File: config.mk
export PLATFORM = sky130hd
export DESIGN_NAME = sct_reduce
export DESIGN_NICKNAME = d
export VERILOG_FILES = /design/src/rtl/core/sct_pkg.sv /design/src/rtl/core/sct_reduce.sv
export SDC_FILE = /design/constraint.sdc
export NUM_CORES = 1
export LEC_CHECK = 0
export ABC_AREA = 0
export ABC_CLOCK_PERIOD_IN_PS = 8300
export BUFFER_PORTS_ARGS = -buffer_cell sky130_fd_sc_hd__buf_2
export CAP_MARGIN = 10
export CORE_MARGIN = 2
export CORE_UTILIZATION = 46
export CTS_BUF_LIST = sky130_fd_sc_hd__clkbuf_4
export CTS_CLUSTER_SIZE = 10
export DETAILED_ROUTE_END_ITERATION = 7
export HOLD_SLACK_MARGIN = 0.1
export PLACE_DENSITY = 0.67
export SETUP_SLACK_MARGIN = 0.4
export SYNTH_ARGS = -nofsm -noshare
export SYNTH_HDL_FRONTEND = slang
export SYNTH_SLANG_ARGS = --single-unit
File: constraint.sdc
create_clock -name clk -period 8.3 [get_ports clk]
set_clock_uncertainty 0.05 [all_clocks]
set_input_delay 1.66 -clock clk [delete_from_list [all_inputs] [get_ports clk]]
set_output_delay 1.66 -clock clk [all_outputs]
set_load 0.005 [all_outputs]
File: src/rtl/core/sct_pkg.sv
package sct_pkg;

    localparam int NUM_TERMS = 7;
    localparam int QUOT_W    = 33;
    localparam int TMAG_W    = 33;
    localparam int RED_MAG_W = 34;

    // Q.32 angle constants, rounded to nearest
    localparam logic [34:0] PI_HALF_Q32 = 35'h1_921F_B544;
    localparam logic [34:0] PI_Q32      = 35'h3_243F_6A89;
    localparam logic [34:0] TWO_PI_Q32  = 35'h6_487E_D511;

    localparam logic [TMAG_W-1:0] ONE_Q30 = TMAG_W'(33'h0_4000_0000);

    // innermost term first
    localparam logic [0:NUM_TERMS-1][7:0] SERIES_DIV = '{
        8'd182, 8'd132, 8'd90, 8'd56, 8'd30, 8'd12, 8'd2
    };

    // floor(2^35 / d) for the divide-by-constant in the quotient stages
    localparam logic [0:NUM_TERMS-1][34:0] SERIES_RECIP = '{
        35'((64'd1 << 35) / 64'd182),
        35'((64'd1 << 35) / 64'd132),
        35'((64'd1 << 35) / 64'd90),
        35'((64'd1 << 35) / 64'd56),
        35'((64'd1 << 35) / 64'd30),
        35'((64'd1 << 35) / 64'd12),
        35'((64'd1 << 35) / 64'd2)
    };

    typedef logic [0:NUM_TERMS-1][QUOT_W-1:0] sct_quot_vec_t;

    typedef struct packed {
        logic                 valid;
        logic                 neg;
        logic [RED_MAG_W-1:0] mag;
    } sct_red_t;

    typedef struct packed {
        logic          valid;
        logic          neg;
        sct_quot_vec_t quot;
    } sct_quot_t;

    typedef struct packed {
        logic              valid;
        logic              neg;
        logic              sign;
        logic [TMAG_W-1:0] mag;
    } sct_term_t;

endpackage

File: src/rtl/core/sct_reduce.sv
module sct_reduce #(
    parameter int ANGLE_FRAC_BITS = 24
) (
    input  logic                clk,
    input  logic                rst_n,
    input  logic                in_valid,
    output logic                in_ready,
    input  logic                op,
    input  logic signed [31:0]  angle,
    output sct_pkg::sct_red_t   red,
    input  logic                red_ready
);

    localparam int MAG_W     = 64 - ANGLE_FRAC_BITS;
    localparam int X_W       = MAG_W + 1;
    localparam int ANG_SHIFT = 32 - ANGLE_FRAC_BITS;
    localparam int NRED      = MAG_W - 34;
    localparam int NST       = NRED + 3;
    localparam int RED_W     = sct_pkg::RED_MAG_W;

    logic [NST-1:0]         vld_reg;
    logic [NST-1:0]         vin;
    logic [NST-1:0]         en;
    logic signed [X_W-1:0]  x_reg;
    logic signed [X_W-1:0]  x_next;
    logic [MAG_W-1:0]       mag_reg;
    logic [MAG_W-1:0]       mag_next;
    logic [MAG_W-1:0]       rem_in [NRED];
    logic [MAG_W-1:0]       rem_reg [NRED];
    logic [RED_W:0]         fold_src;
    logic [RED_W-1:0]       fold_mag_reg;
    logic [RED_W-1:0]       fold_mag_next;
    logic                   fold_neg_reg;
    logic                   fold_neg_next;

    assign vin = {vld_reg[NST-2:0], in_valid};

    // a stage may load when red_ready is high or when it or any stage after it is empty
    always_comb
    begin
        for (int i = 0; i < NST; i++)
        begin
            en[i] = red_ready || (((~vld_reg) >> i) != '0);
        end
    end

    assign in_ready = en[0];

    always_ff @(posedge clk or negedge rst_n)
    begin
        if (!rst_n)
        begin
            vld_reg <= '0;
        end
        else
        begin
            for (int i = 0; i < NST; i++)
            begin
                if (en[i])
                    vld_reg[i] <= vin[i];
            end
        end
    end

    always_comb
    begin
        x_next = (X_W'(angle) <<< ANG_SHIFT)
               - (op ? X_W'(sct_pkg::PI_HALF_Q32) : X_W'(0));
        mag_next = x_reg[X_W-1] ? MAG_W'(-x_reg) : MAG_W'(x_reg);
    end

    // restoring reduction by 2*pi, one quotient bit per stage
    for (genvar j = 0; j < NRED; j++)
    begin : g_rem
        localparam logic [MAG_W-1:0] STEP = MAG_W'(sct_pkg::TWO_PI_Q32) << (NRED - 1 - j);
        logic [MAG_W-1:0] rem_next;

        if (j == 0)
        begin : g_first
            assign rem_in[j] = mag_reg;
        end
        else
        begin : g_chain
            assign rem_in[j] = rem_reg[j-1];
        end

        assign rem_next = (rem_in[j] >= STEP) ? rem_in[j] - STEP : rem_in[j];

        always_ff @(posedge clk)
        begin
            if (en[j+2])
                rem_reg[j] <= rem_next;
        end
    end

    always_comb
    begin
        fold_src      = rem_reg[NRED-1][RED_W:0];
        fold_neg_next = fold_src >= sct_pkg::PI_Q32;
        fold_mag_next = fold_neg_next ? RED_W'(fold_src - sct_pkg::PI_Q32)
                                      : fold_src[RED_W-1:0];
    end

    always_ff @(posedge clk)
    begin
        if (en[0])
            x_reg <= x_next;
        if (en[1])
            mag_reg <= mag_next;
        if (en[NST-1])
        begin
            fold_mag_reg <= fold_mag_next;
            fold_neg_reg <= fold_neg_next;
        end
    end

    assign red.valid = vld_reg[NST-1];
    assign red.neg   = fold_neg_reg;
    assign red.mag   = fold_mag_reg;

    a_fold_below_pi: assert property (@(posedge clk) disable iff (!rst_n)
        vld_reg[NST-1] |-> fold_mag_reg < RED_W'(sct_pkg::PI_Q32))
        else $error("reduced angle not below pi");

endmodule

==> results.tsv, run 1 <==
metric	value	unit
maximum_number_of_pins_on_one_net_before_global_route_repair	40	
max-vdd-ir-drop	125	µV
clk_latency	0.75	ns
pwr-share-clk	0.192	
syn-mean-instance-area	11.1	µm²
post_synth_main_area_contributors	sky130_fd_sc_hd__edfxtp_1 (53%), sky130_fd_sc_hd__xnor2_1 (7.4%), sky130_fd_sc_hd__xor2_1 (5.6%), sky130_fd_sc_hd__nand2_1 (2.9%), sky130_fd_sc_hd__nor2_1 (2.7%)	
globalplace.congestion	0.951	
antenna_left	0	
routed_wl	32900	µm
avgViaCountPerCell	5.33	
worstPathCellList	buf_2 -> nor2b_1 -> and3_1 -> and3_1 -> nand3_2 -> inv_1 -> nand3_2 -> buf_4 -> buf_2	
synth-seq-area-share	0.547	
p_int	0.00522	W
asyncSetResetFlopFracSynth	0.0266	
drv_slew	0	
post-route-util	0.520	
criticalPathCategory	input port to primary output	
clock_tree.buffer_depth	3	
clock_tree_from_tritoncts	built	
setup.worst_path.start_class	input port	
worst_pin_slew	1.09	ns
busiest_layer	met2	
rr_endpoint	fold_mag_reg[17]$_DFFE_PP_	
critPathSlowestCell	sky130_fd_sc_hd__nand3_2	
total_number_of_yosys_warnings	0	
drv_cap	0	
netSwitchingFraction	0.349	
grt_use_met2	0.329	
synth.top_cell.area_share	0.534	
worst_ep_arrival_time	4.05	ns
grt_pass1_vias	12906	
design.die.area	41800	µm²
drcViolationCount	0	
clock-sinks	338	
grt_use_total	0.162	
rows	73	
power_leakage	7.70	nW
fp.dieH	204	µm
worst-r2r-cell-count	9	
dr.first_iter.drc_count	621	
fmax	174	MHz
layout.nets	1865	
cellPowerDensity	388	nW/µm²
groute.layer.met1.usage	0.140	
io_buffers	73	
cp-end-kind	primary output	
critPathRequiredTime	6.59	ns
layout-drive-gt1-share	0.142	
drt_pre_antenna_iters	5	
worstHoldPathType	register to register	
cts-buffers-inserted	87	
syn-cell-area	18500	µm²
hold_depth	0	
timing.setup.tns	0	ns
unrepaired_setup_endpoints_after_global_routing	false	
post_synth_inst_count	1661	
timing.critical_path.fanout_max	39	
floorplan.initialDensity	0.465	
worstReg2RegStart	rem_reg[5][0]$_DFFE_PP_	
io-pin-count	74	
timing.final.crit_period	5.76	ns
core-area	39700	µm²
yosys_register_bits	338	
grt_pass1_wl	55900	µm
worstHoldStart	mag_reg[2]$_DFFE_PP_	
clock-root-buffer	sky130_fd_sc_hd__clkbuf_4	
wl_per_cell	13.8	µm
cts_setup_buffers	0	
clk_pin_slew_worst_paths	0.06	ns
global_route.usage.met3	0.0371	
finalHoldViolCount	0	
grt_antenna_before_repair	1	
finalSetupViolations	0	
cts-resized-gates	0	
synth_cell_types	77	
slowest_delay	0.68	ns
synthDominantAreaCellType	sky130_fd_sc_hd__edfxtp_1	
dp_hpwl	24600	µm
synth_fp_nets	1728	
synth_enable_flop_cells	329	
status	completed	
p_sw	0.00280	W
num_vias	12718	
grt_remaining_overflow	0	
post-route-period-util	0.694	
combinationalPowerShare	0.335	
fillers	3488	
synth-main-ff-cell	sky130_fd_sc_hd__edfxtp_1	
r2r_setup_slack	4.61	ns
timing.slew.headroom	0.274	
seq_power_share	0.473	
largest_register_ff_count	225	
areaGrowthSynthToFinish	11.9	%
post_cts_hold_buffer_count	0	
die_x	204	µm
endpoint_of_the_worst_hold_path	rem_reg[0][2]$_DFFE_PP_	
clock_tree.htree_level_count	3	
kinds of logic after synthesis:
group           count (synthesis)  share of synthesized area
compound gates                332                      0.119
simple gates                  590                      0.161
flops                         338                      0.547
buf+inv                        91                     0.0198
xor+xnor                      275                      0.130
fa+ha+maj                      30                     0.0203
mux                             5                    0.00291
cells in the mapped netlist (all sizes together), types with 18 or more instances:
cell type / instances
o31ai: 25
o21a: 20
inv: 51
nor2: 135
clkbuf: 25
xnor2: 156
o21ai: 88
nand2: 145
nor4: 30
a211oi: 18
nand3: 54
nand2b: 33
ha: 30
edfxtp: 329
and3: 24
nor3: 54
a21oi: 70
xor2: 119
cells in the final DEF (no fill, tap or decap), types with 10 or more instances in the layout:
cell type and count:
sky130_fd_sc_hd__nand2_1 145, sky130_fd_sc_hd__o21ai_0 87, sky130_fd_sc_hd__xor2_1 119, sky130_fd_sc_hd__nor3b_1 11, sky130_fd_sc_hd__o41ai_1 10, sky130_fd_sc_hd__a21oi_1 70, sky130_fd_sc_hd__or2_2 13, sky130_fd_sc_hd__or3_1 14
sky130_fd_sc_hd__nor3_1 54, sky130_fd_sc_hd__buf_4 14, sky130_fd_sc_hd__edfxtp_1 329, sky130_fd_sc_hd__a31oi_1 11, sky130_fd_sc_hd__clkbuf_4 131, sky130_fd_sc_hd__nor4_1 30, sky130_fd_sc_hd__nand3_1 52, sky130_fd_sc_hd__o211ai_1 15
sky130_fd_sc_hd__and3_1 24, sky130_fd_sc_hd__nand2b_1 33, sky130_fd_sc_hd__a211oi_1 18, sky130_fd_sc_hd__nand4_1 13, sky130_fd_sc_hd__xnor2_1 156, sky130_fd_sc_hd__o21a_1 20, sky130_fd_sc_hd__clkinv_1 12, sky130_fd_sc_hd__buf_2 73
sky130_fd_sc_hd__o31ai_1 24, sky130_fd_sc_hd__ha_1 30, sky130_fd_sc_hd__nor2_1 135, sky130_fd_sc_hd__inv_1 51
how the worst max path moves through the flow:
stage,from,endpoint,slack [ns]
finish,red_ready,in_ready,2.54
global route,red_ready,in_ready,2.13
CTS,red_ready,in_ready,2.43
detailed placement,red_ready,in_ready,2.45
global placement,red_ready,in_ready,2.44
floorplan,red_ready,in_ready,2.29
power groups by stage:
| stage | registers, W | clock network [W] | logic (W) |
|---|---|---|---|
| floorplan | 0.00364 | 0 | 0.00218 |
| global placement | 0.00378 | 0 | 0.00263 |
| detailed placement | 0.00381 | 0 | 0.00270 |
| CTS | 0.00378 | 0.00161 | 0.00271 |
| global route | 0.00391 | 0.00169 | 0.00306 |
| finish | 0.00380 | 0.00154 | 0.00269 |
worst max-delay path: cells and delay by family:
kind,cells,cell delay (ns)
simple gates,5,1.52
buf+inv,4,0.84
metal layers:
metal / wire length [µm] / part of all wire / vias up
met5: 0 / 0 / -
li1: - / - / 6473
met1: 11600 / 0.35 / 5826
met4: 1630 / 0.050 / 0
met2: 18500 / 0.56 / 289
met3: 1200 / 0.036 / 130
cell type report:
type                       instances  area [µm²]  area share
antenna                            1        2.50    0.000121
clock buffer                     131         983      0.0476
sequential                       338       10100       0.489
inverter                          52         195     0.00944
tap                              525         657      0.0318
timing repair buffer              87         470      0.0228
clock inverter                    19         231      0.0112
multi-input combinational       1232        8030       0.389
stage by stage:
step	total power, W	instances	cell area [µm²]	worst slack (ns)	hold WS [ns]
after global placement	0.00641	2234	19500	2.44	0.379
final	0.00803	2385	20700	2.54	0.374
after detailed placement	0.00651	2234	19500	2.45	0.359
after floorplan	0.00582	1661	18500	2.29	0.350
after CTS	0.00809	2384	20700	2.43	0.372
after global routing	0.00866	2385	20700	2.13	0.377
Power figures use the tool's default switching activity.
==> inputs of run 2 (changes only) <==
--- a/config.mk
+++ b/config.mk
@@ -6,7 +6,7 @@
 export NUM_CORES = 1
 export LEC_CHECK = 0
 export ABC_AREA = 0
-export ABC_CLOCK_PERIOD_IN_PS = 8300
+export ABC_CLOCK_PERIOD_IN_PS = 5000
 export BUFFER_PORTS_ARGS = -buffer_cell sky130_fd_sc_hd__buf_2
 export CAP_MARGIN = 10
 export CORE_MARGIN = 2
@@ -15,7 +15,7 @@
 export CTS_CLUSTER_SIZE = 10
 export DETAILED_ROUTE_END_ITERATION = 7
 export HOLD_SLACK_MARGIN = 0.1
-export PLACE_DENSITY = 0.67
+export PLACE_DENSITY = 0.7
 export SETUP_SLACK_MARGIN = 0.4
 export SYNTH_ARGS = -nofsm -noshare
 export SYNTH_HDL_FRONTEND = slang
==> constraint.sdc (replaced) <==
create_clock -name clk -period 5 [get_ports clk]
set_clock_uncertainty 0.05 [all_clocks]
set_input_delay 1 -clock clk [delete_from_list [all_inputs] [get_ports clk]]
set_output_delay 1 -clock clk [all_outputs]
set_load 0.005 [all_outputs]
==> results.tsv, run 2 (synthesized netlist as in run 1, its figures left out) <==
metric	value	unit	change
drv_slew	0		unchanged
seq_power_share	0.482		+0.009
worst_ep_arrival_time	3.97	ns	-0.08 ns
cts_setup_buffers	0		unchanged
drv_cap	0		unchanged
finalHoldViolCount	0		unchanged
clock_tree.htree_level_count	3		unchanged
fp.dieH	204	µm	unchanged
commonest_non_fill_non_tap_cells_in_the_layout	sky130_fd_sc_hd__edfxtp_1 (329), sky130_fd_sc_hd__xnor2_1 (156), sky130_fd_sc_hd__nand2_1 (145)		
grt_antenna_before_repair	1		unchanged
globalplace.congestion	0.924		-2.9%
fillers	3534		+1.3%
fmax	279	MHz	
drt_pre_antenna_iters	7		+2
clock_tree_from_tritoncts	built		
r2r_setup_slack	1.41	ns	-3.20 ns
critPathSlowestCell	sky130_fd_sc_hd__edfxtp_1		
design.die.area	41800	µm²	unchanged
clk_pin_slew_worst_paths	0.06	ns	about the same
maximum_number_of_pins_on_one_net_before_global_route_repair	41		+2.5%
largest_register_ff_count	225		unchanged
io-pin-count	74		unchanged
timing.critical_path.fanout_max	18		-54%
combinationalPowerShare	0.344		+0.009
cts-buffers-inserted	90		+3.4%
rows	73		unchanged
total_power	0.0131	W	+63%
p_sw	0.00470	W	+68%
clock-root-buffer	sky130_fd_sc_hd__clkbuf_4		
setup.worst_path.start_class	register		
post_cts_hold_buffer_count	1		+1
clock-sinks	338		unchanged
finalSetupViolations	0		unchanged
worst_pin_slew	1.12	ns	+0.0307 ns
max-vdd-ir-drop	203	µV	+63%
timing.final.crit_period	3.59	ns	
worstHoldPathType	register to register		
clock_tree.buffer_depth	3		unchanged
layout-drive-gt1-share	0.141		-0.000993
clk_latency	0.70	ns	-0.05 ns
areaGrowthSynthToFinish	11.3	%	
grt_use_total	0.165		+0.00274
wl_per_cell	14.2	µm	+2.8%
power_leakage	7.66	nW	-0.59%
slowest_delay	0.47	ns	-0.21 ns
status	completed		
die_x	204	µm	unchanged
post-route-period-util	0.718		
num_vias	12848		+1.0%
grt_pass1_vias	12926		+0.15%
dp_hpwl	25400	µm	+3.3%
p_int	0.00839	W	+61%
floorplan.initialDensity	0.465		unchanged
avgViaCountPerCell	5.37		+0.77%
dr.first_iter.drc_count	615		-0.97%
pwr-share-clk	0.174		-0.018
core-area	39700	µm²	unchanged
antenna_left	0		unchanged
critPathRequiredTime	5.38	ns	-1.21 ns
layout.nets	1870		+0.27%
mostFrequentLayoutCell	sky130_fd_sc_hd__edfxtp_1		
cellPowerDensity	636	nW/µm²	+64%
timing.setup.tns	0	ns	unchanged
timing.slew.headroom	0.253		-0.0205
cp-end-kind	register		
grt_pass1_wl	56800	µm	+1.5%
netSwitchingFraction	0.359		+0.00985
unrepaired_setup_endpoints_after_global_routing	false		
criticalPathCategory	register to register		
worstPathCellList	o31ai_1 -> a32oi_1 -> a21boi_0 -> o21ai_0 -> a21boi_2 -> buf_4 -> clkinv_1 -> and3_1 -> xor2_1		
grt_remaining_overflow	0		unchanged
io_buffers	73		unchanged
routed_wl	33900	µm	+3.0%
drcViolationCount	0		unchanged
cts-resized-gates	0		unchanged
==> run 2: metrics by stage <==
stage | hold slack (ns) | std cells | utilization | area, µm² | setup WS, ns
finish | 0.371 | 2391 | 0.518 | 20600 | 1.41
CTS | 0.362 | 2390 | 0.518 | 20600 | 1.35
global placement | 0.381 | 2235 | 0.490 | 19500 | 1.11
floorplan | 0.350 | 1661 | - | 18500 | 0.720
global route | 0.380 | 2391 | 0.518 | 20600 | 1.14
detailed placement | 0.378 | 2235 | 0.490 | 19500 | 1.04
==> run 2: worst paths after layout <==
path	start	endpoint	cells after the start
setup / recovery	rem_reg[5][0]$_DFFE_PP_	fold_mag_reg[17]$_DFFE_PP_	9
hold / removal	mag_reg[2]$_DFFE_PP_	rem_reg[0][2]$_DFFE_PP_	0
setup reg to reg	rem_reg[5][0]$_DFFE_PP_	fold_mag_reg[17]$_DFFE_PP_	9
hold reg to reg	mag_reg[2]$_DFFE_PP_	rem_reg[0][2]$_DFFE_PP_	0
max in group asynchronous	rst_n	vld_reg[1]$_DFFE_PN0P_	2
min in group asynchronous	rst_n	vld_reg[5]$_DFFE_PN0P_	2
==> run 2: routing by layer <==
metal,vias to the layer above,part of all wire,global-route usage
met2,288,0.57,0.340
li1,6491,-,-
met4,0,0.046,0.0986
met3,116,0.036,0.0330
met1,5953,0.35,0.142
met5,-,0,0
==> run 2: final cells by class <==
type                            count  area (µm²)  share of cell area
Clock buffer                      125         938              0.0456
Timing Repair Buffer               89         488              0.0237
Antenna cell                        1        2.50            0.000122
Inverter                           52         195             0.00949
Tap cell                          525         657              0.0319
Multi-Input combinational cell   1232        8040               0.391
Clock inverter                     29         145             0.00706
Sequential cell                   338       10100               0.491
==> run 2: power groups by stage <==
stage	combinational, W	sequential (W)	clock (W)
4_1_cts	0.00452	0.00627	0.00239
2_1_floorplan	0.00362	0.00604	0
3_3_place_gp	0.00436	0.00627	0
6_report	0.00450	0.00630	0.00228
5_1_grt	0.00509	0.00649	0.00253
3_5_place_dp	0.00449	0.00633	0
==> run 2: worst max-delay path: cells and delay by family (launching register included) <==
family	cells	cell delay [ns]
xor gates and xnor gates	1	0.13
AOI/OAI and AO/OA	5	1.59
and+or+nand+nor	1	0.38
DFF	1	0.47
buffers and inverters	2	0.70
